===== src/sv/cpar_pkg.sv =====
`timescale 1ns / 1ps
`default_nettype none

package cpar_pkg;

   // Fixed field widths of the item and result words.
   localparam int COORD_W   = 32;
   localparam int LEN_W     = 32;
   localparam int COUNT_W   = 16;
   localparam int PERIM_W   = 42;
   localparam int REM_W     = 43;
   localparam int RATIO_W   = 33;
   localparam int DIVREM_W  = 33;
   localparam int ITER_W    = 6;

   localparam logic [COUNT_W-1:0] POINT_COUNT_RESET = 16'd64;

   localparam logic CMD_LOAD = 1'b0;
   localparam logic CMD_EMIT = 1'b1;

   // Division lengths, counted down to zero.
   localparam logic [ITER_W-1:0] STEP_ITER_LAST  = 6'd41;
   localparam logic [ITER_W-1:0] RATIO_ITER_LAST = 6'd31;

   typedef struct packed {
      logic [COORD_W-1:0] x;
      logic [COORD_W-1:0] y;
      logic [COORD_W-1:0] z;
      logic [LEN_W-1:0]   len;
   } vtx_entry_type;

   typedef enum logic [1:0] {
      RD_CUR  = 2'd0,
      RD_NEXT = 2'd1,
      RD_ZERO = 2'd2
   } rd_sel_type;

   typedef enum logic [1:0] {
      AXIS_X = 2'd0,
      AXIS_Y = 2'd1,
      AXIS_Z = 2'd2
   } axis_type;

   typedef struct packed {
      logic       load;
      logic       step_go;
      logic       ratio_go;
      logic       div_run;
      logic       step_done;
      logic       ratio_set;
      logic       ratio_done;
      logic       restart;
      logic       lat_v;
      logic       lat_n;
      logic       mul_en;
      axis_type   mul_axis;
      logic       fin_en;
      axis_type   fin_axis;
      logic       out_load;
      logic       out_nd;
      logic       walk_step;
      logic       walk_add;
      logic       walk_end;
      rd_sel_type rd_sel;
   } ctrl_cmd_type;

   typedef struct packed {
      logic req_cmd;
      logic load_ends;
      logic loaded;
      logic need_div;
      logic out_free;
      logic last;
      logic walk_more;
   } dp_stat_type;

endpackage

`default_nettype wire


===== src/sv/cpar_ctrl.sv =====
`timescale 1ns / 1ps
`default_nettype none

module cpar_ctrl (
   input  wire logic                    clock,
   input  wire logic                    reset,
   input  wire logic                    req_valid,
   output logic                         req_ready,
   input  wire cpar_pkg::dp_stat_type   stat,
   output cpar_pkg::ctrl_cmd_type       cmd
);

   localparam int IW = cpar_pkg::ITER_W;

   typedef enum logic [18:0] {
      S_IDLE    = 19'h00001,
      S_LOADFIN = 19'h00002,
      S_DSTEP   = 19'h00004,
      S_SDONE   = 19'h00008,
      S_RD0     = 19'h00010,
      S_RESTART = 19'h00020,
      S_RDV     = 19'h00040,
      S_RDN     = 19'h00080,
      S_GETN    = 19'h00100,
      S_DRAT    = 19'h00200,
      S_RDONE   = 19'h00400,
      S_MX      = 19'h00800,
      S_MY      = 19'h01000,
      S_MZ      = 19'h02000,
      S_MF      = 19'h04000,
      S_OUT     = 19'h08000,
      S_NDOUT   = 19'h10000,
      S_WALK    = 19'h20000,
      S_WALKADD = 19'h40000
   } state_type;

   state_type                      state_ff, state_in;
   logic [cpar_pkg::ITER_W-1:0]    cnt_ff, cnt_in;

   always_comb begin
      cmd       = '0;
      cmd.rd_sel   = cpar_pkg::RD_CUR;
      cmd.mul_axis = cpar_pkg::AXIS_X;
      cmd.fin_axis = cpar_pkg::AXIS_X;
      req_ready = 1'b0;
      state_in  = state_ff;
      cnt_in    = cnt_ff;
      unique case (state_ff)
         S_IDLE: begin
            req_ready = 1'b1;
            if (req_valid) begin
               if (stat.req_cmd == cpar_pkg::CMD_LOAD) begin
                  cmd.load = 1'b1;
                  state_in = stat.load_ends ? S_LOADFIN : S_IDLE;
               end else begin
                  state_in = stat.loaded ? S_RDV : S_NDOUT;
               end
            end
         end
         S_LOADFIN: begin
            cmd.step_go = 1'b1;
            cnt_in      = cpar_pkg::STEP_ITER_LAST;
            state_in    = S_DSTEP;
         end
         S_DSTEP: begin
            cmd.div_run = 1'b1;
            cnt_in      = cnt_ff - IW'(1);
            if (cnt_ff == '0) begin
               state_in = S_SDONE;
            end
         end
         S_SDONE: begin
            cmd.step_done = 1'b1;
            cmd.rd_sel    = cpar_pkg::RD_ZERO;
            state_in      = S_RESTART;
         end
         S_RD0: begin
            cmd.rd_sel = cpar_pkg::RD_ZERO;
            state_in   = S_RESTART;
         end
         S_RESTART: begin
            cmd.restart = 1'b1;
            state_in    = S_IDLE;
         end
         S_RDV: begin
            cmd.rd_sel    = cpar_pkg::RD_CUR;
            cmd.ratio_set = 1'b1;
            state_in      = S_RDN;
         end
         S_RDN: begin
            cmd.lat_v  = 1'b1;
            cmd.rd_sel = cpar_pkg::RD_NEXT;
            state_in   = S_GETN;
         end
         S_GETN: begin
            cmd.lat_n = 1'b1;
            if (stat.need_div) begin
               cmd.ratio_go = 1'b1;
               cnt_in       = cpar_pkg::RATIO_ITER_LAST;
               state_in     = S_DRAT;
            end else begin
               state_in = S_MX;
            end
         end
         S_DRAT: begin
            cmd.div_run = 1'b1;
            cnt_in      = cnt_ff - IW'(1);
            if (cnt_ff == '0) begin
               state_in = S_RDONE;
            end
         end
         S_RDONE: begin
            cmd.ratio_done = 1'b1;
            state_in       = S_MX;
         end
         S_MX: begin
            cmd.mul_en   = 1'b1;
            cmd.mul_axis = cpar_pkg::AXIS_X;
            state_in     = S_MY;
         end
         S_MY: begin
            cmd.mul_en   = 1'b1;
            cmd.mul_axis = cpar_pkg::AXIS_Y;
            cmd.fin_en   = 1'b1;
            cmd.fin_axis = cpar_pkg::AXIS_X;
            state_in     = S_MZ;
         end
         S_MZ: begin
            cmd.mul_en   = 1'b1;
            cmd.mul_axis = cpar_pkg::AXIS_Z;
            cmd.fin_en   = 1'b1;
            cmd.fin_axis = cpar_pkg::AXIS_Y;
            state_in     = S_MF;
         end
         S_MF: begin
            cmd.fin_en   = 1'b1;
            cmd.fin_axis = cpar_pkg::AXIS_Z;
            state_in     = S_OUT;
         end
         S_OUT: begin
            if (stat.out_free) begin
               cmd.out_load = 1'b1;
               state_in     = stat.last ? S_RD0 : S_WALK;
            end
         end
         S_NDOUT: begin
            if (stat.out_free) begin
               cmd.out_load = 1'b1;
               cmd.out_nd   = 1'b1;
               state_in     = S_IDLE;
            end
         end
         S_WALK: begin
            if (stat.walk_more) begin
               cmd.walk_step = 1'b1;
               cmd.rd_sel    = cpar_pkg::RD_NEXT;
               state_in      = S_WALKADD;
            end else begin
               cmd.walk_end = 1'b1;
               state_in     = S_IDLE;
            end
         end
         S_WALKADD: begin
            cmd.walk_add = 1'b1;
            state_in     = S_WALK;
         end
         default: begin
            state_in = S_IDLE;
         end
      endcase
   end

   always_ff @(posedge clock) begin
      if (reset) begin
         state_ff <= S_IDLE;
         cnt_ff   <= '0;
      end else begin
         state_ff <= state_in;
         cnt_ff   <= cnt_in;
      end
   end

endmodule

`default_nettype wire


===== config.mk =====
export PLATFORM = sky130hd
export DESIGN_NAME = cpar_ctrl
export DESIGN_NICKNAME = d
export VERILOG_FILES = /design/src/sv/cpar_pkg.sv /design/src/sv/cpar_ctrl.sv
export SDC_FILE = /design/constraint.sdc
export NUM_CORES = 1
export LEC_CHECK = 0
export BUFFER_PORTS_ARGS = -buffer_cell sky130_fd_sc_hd__buf_2
export CAP_MARGIN = 10
export CORE_ASPECT_RATIO = 0.6
export CORE_MARGIN = 3
export CORE_UTILIZATION = 50
export CTS_BUF_LIST = sky130_fd_sc_hd__clkbuf_8
export CTS_CLUSTER_SIZE = 12
export DETAILED_ROUTE_END_ITERATION = 12
export PLACE_DENSITY_LB_ADDON = 0.2
export RECOVER_POWER = 100
export SLEW_MARGIN = 25
export SYNTH_ARGS = -nofsm -noshare
export SYNTH_HDL_FRONTEND = slang
export SYNTH_SLANG_ARGS = --single-unit
export TNS_END_PERCENT = 10

===== constraint.sdc =====
create_clock -name clock -period 1.82 [get_ports clock]
set_input_delay 0.273 -clock clock [delete_from_list [all_inputs] [get_ports clock]]
set_output_delay 0.273 -clock clock [all_outputs]
set_load 0.1 [all_outputs]

==> flow_summary.toml, run 1 <==
[run_status]
status = "aborted with a tool error"
haltStage = "4_1_cts"
error = "[ERROR DPL-0038] Utilization greater than 100%, impossible to legalize"

[synth]
yosysWarnings = 0
ys.flop_type = "dfxtp_1"
yosysMostFrequentCell = "dfxtp_1"
synth-seq-area-share = 0.329
synth_edf_count = 0
syn_nets = 186
synth_common_cells = "25 x dfxtp_1, 22 x nor2_1, 14 x inv_1"
synth_cell_types = 54
synthCells = 175
syn_area_um2 = 1520
netlist_top_cells_area = "dfxtp_1 33%, nor4_4 5.6%, nor2_1 5.4%"
synth_top_area_cell = "dfxtp_1"
ys_ff_latch = 25
synth_area_per_cell_um2 = 8.68
synthArstFlopShare = 0
synth_top_area_share = 0.329

[cts]
root_buffer = "clkbuf_8"
cts_max_path_buffers = 2
cts-resized-gates = 43
cts_setup_buffers = 10
clock-sinks = 25
cts_hold_buf = 0
cts_htree_levels = 1
cts_buffers = 3

[floorplanning]
initial_core_util = 0.563
die-width_um = 77.2
rows = 14
io_pins = 34
die_y_um = 48.7

[place]
place_area_um2 = 2550
place_congestion = 0.940
placed_cells = 295
io_buffers = 33
post-dp-hpwl_mm = 5.43
-- through the flow --
step / setup slack [ns] / util / hold slack [ns]
detailed placement: -0.620 / 0.945 / 0.508
global placement: -0.355 / 0.945 / 0.483
floorplan: -0.935 / - / 0.341
-- cell families after synthesis --
family	count (synthesis)	share of synthesized area
AO/OA/AOI/OAI	34	0.171
XOR/XNOR	4	0.0231
adder cells (fa/ha/maj)	1	0.00824
buffers and inverters	21	0.0651
flip-flops	25	0.329
AND/OR/NAND/NOR	90	0.403
==> run 2: changes to the inputs <==
--- a/config.mk
+++ b/config.mk
@@ -7,13 +7,10 @@
 export LEC_CHECK = 0
 export BUFFER_PORTS_ARGS = -buffer_cell sky130_fd_sc_hd__buf_2
 export CAP_MARGIN = 10
-export CORE_ASPECT_RATIO = 0.6
 export CORE_MARGIN = 3
-export CORE_UTILIZATION = 50
-export CTS_BUF_LIST = sky130_fd_sc_hd__clkbuf_8
-export CTS_CLUSTER_SIZE = 12
+export CORE_UTILIZATION = 40
 export DETAILED_ROUTE_END_ITERATION = 12
-export PLACE_DENSITY_LB_ADDON = 0.2
+export PLACE_DENSITY_LB_ADDON = 0.15
 export RECOVER_POWER = 100
 export SLEW_MARGIN = 25
 export SYNTH_ARGS = -nofsm -noshare
==> constraint.sdc (replaced) <==
create_clock -name clock -period 2.4 [get_ports clock]
set_input_delay 0.36 -clock clock [delete_from_list [all_inputs] [get_ports clock]]
set_output_delay 0.36 -clock clock [all_outputs]
set_load 0.1 [all_outputs]
==> run 2 against run 1 <==
  * Synthesized area did not move
  * Synthesized cell count unchanged
  * The flow now finishes, with violations (setup timing)
==> flow_summary.toml, run 2 <==
[run_status]
status = "finished, violations left"
violations = "setup timing"

[synth]
synth_top_area_share = 0.329
syn_nets = 186
synth_top_area_cell = "dfxtp_1"
synth-seq-area-share = 0.329
synthCells = 175
synth_cell_types = 54
ys_ff_latch = 25
synth_common_cells = "25 x dfxtp_1, 22 x nor2_1, 14 x inv_1"
yosysWarnings = 0
synth_area_per_cell_um2 = 8.68
ys.flop_type = "dfxtp_1"
yosysMostFrequentCell = "dfxtp_1"
netlist_top_cells_area = "dfxtp_1 33%, nor4_4 5.6%, nor2_1 5.4%"
syn_area_um2 = 1520
synth_edf_count = 0
synthArstFlopShare = 0

[hold_path]
hold_path_end = "state_ff[4]$_SDFFE_PP0P_"
hold_class = "in2reg"
holdPathStages = 3
min-delay-start = "stat[1]"

[global_route]
grt_max_degree = 16
grt_pass1_wl_mm = 7.27
grt_pass1_vias = 1578
gr-total-overflow = 0
antenna_found_initial = 0
grt_use_total = 0.207

[floorplanning]
die-width_um = 67.6
die-area_um2 = 4570
rows = 21
initial_core_util = 0.435
die_y_um = 67.6
io_pins = 34
core-area_um2 = 3490

[power_and_ir_drop]
p_per_area_nw_per_um2 = 579
power_mw = 1.47
vdd_drop_max_uv = 327
p_leak_nw = 0.959

[sta]
relSlewSlack = 0.644
fin_ws_ns = -0.0891
whs_ns = 0.297
finalSetupViolations = 11
fin_crit_ns = 2.49
final.setup.tns_ns = -0.622
hold_viol_final = 0
worstMarginPinSlew_ns = 0.521
clock_skew_ns = 0.00231
fin_crit_sh = 1.04
rsz0062_at_grt = "true"
fmax_ghz = 0.402
final-max-slew-violation-count = 0

[detailed_routing]
routed_via_density = 5.74
top_layer_used = "met4"
wl_met1_mm = 1.82
drtIter0Drc = 99
firstDrtPassIters = 4
met3RoutedLength_um = 243
drc = 0
num_vias = 1596
post_drt_wl_per_cell_um = 16.2
drt_wl_total_mm = 4.49
wl_met2_mm = 2.39
antenna_left = 0

[place]
io_buffers = 33
place_congestion = 0.826
placed_cells = 262
dpl_worst_slack_ns = 0.0290
post-dp-hpwl_mm = 3.30
place_area_um2 = 2250

[cells_and_area]
nets = 244
diodes = 0
nFillCells = 245
final_cell_mix = "24 x buf_12, 24 x buf_4, 22 x nor2_1, 16 x dfxtp_1, 10 x inv_1"
top_register = "state_ff"
largest_reg_flops = 19
drive_gt1_frac = 0.500
area_delta_synth_final_pct = 66.8
final_util = 0.725
reg_top3 = "state_ff (19), cnt_ff (6)"
design_area_um2 = 2530
stdcell_count = 278

[worst_setup_path]
regToRegSetupSlack_ns = 0.13
cp_max_fo = 4
reg2reg_depth = 9
r2r_end = "state_ff[0]$_SDFFE_PP1P_"
worstPathArrival_ns = 2.13
r2r-start = "state_ff[4]$_SDFFE_PP0P_"
start_kind = "flop"
cp-end-kind = "output port"
critical_path_required_ns = 2.04
crit_start = "state_ff[0]$_SDFFE_PP1P_"
crit_type = "reg2out"

[cts]
cts_tree = "done"
clk_latency_ns = 0.27
cts_hold_buf = 0
root_buffer = "clkbuf_8"
clk_pin_slew_ns = 0.09
cts_max_path_buffers = 2
cts_htree_levels = 1
cts_buffers = 3
clock-sinks = 25

[run]
cap_violations = 0
-- run 2: cell type report --
class | instances | area [um2] | area share
clock inverters | 1 | 7.51 | 0.00296
well taps | 46 | 57.6 | 0.0227
inverters | 15 | 65.1 | 0.0257
multi-input cells | 129 | 1120 | 0.441
flip-flops and latches | 25 | 517 | 0.204
clock buffers | 3 | 41.3 | 0.0163
repair buffers | 59 | 728 | 0.287
-- run 2: logic make-up after synthesis --
group | count (synthesis) | share of synthesized area
DFF | 25 | 0.329
AOI/OAI and AO/OA | 34 | 0.171
and+or+nand+nor | 90 | 0.403
adders and majority gates | 1 | 0.00824
buffers and inverters | 21 | 0.0651
xor gates and xnor gates | 4 | 0.0231
-- run 2: how the worst max path moves through the flow --
stage | to | slack, ns | cells after the start
after floorplan | cmd[11] | -0.47 | 5
after detailed placement | cmd[2] | 0.03 | 5
after global routing | cmd[2] | -0.17 | 6
after global placement | cmd[11] | 0.13 | 5
final | cmd[2] | -0.09 | 6
after CTS | cmd[7] | -0.06 | 5
-- run 2: per-layer routing --
layer	global-route usage	vias up
met1	0.254	770
met4	0.0582	0
met2	0.367	59
li1	-	756
met5	0	-
met3	0.0366	11
-- run 2: power by group --
| part | leakage, nW | internal (mW) | switching [mW] |
|---|---|---|---|
| clock network | 0.0217 | 0.118 | 0.144 |
| registers | 0.206 | 0.435 | 0.0267 |
| logic | 0.731 | 0.317 | 0.426 |
| total | 0.959 | 0.870 | 0.596 |
-- run 2: what timing repair did --
action,in CTS,in global routing
buffers inserted,6,6
pin swaps,10,12
endpoints found under the setup margin,19,29
cloned,0,0
resized for setup,18,24
-- run 2: worst max-delay path, cell delays in order, from the launching register on --
cell     delay (ns)
dfxtp_2        0.35
nor4_4         0.41
nand4_1        0.16
buf_6          0.17
nor4b_4        0.32
nor2b_4        0.25
buf_12         0.19
(Power assumes the default switching activity.)
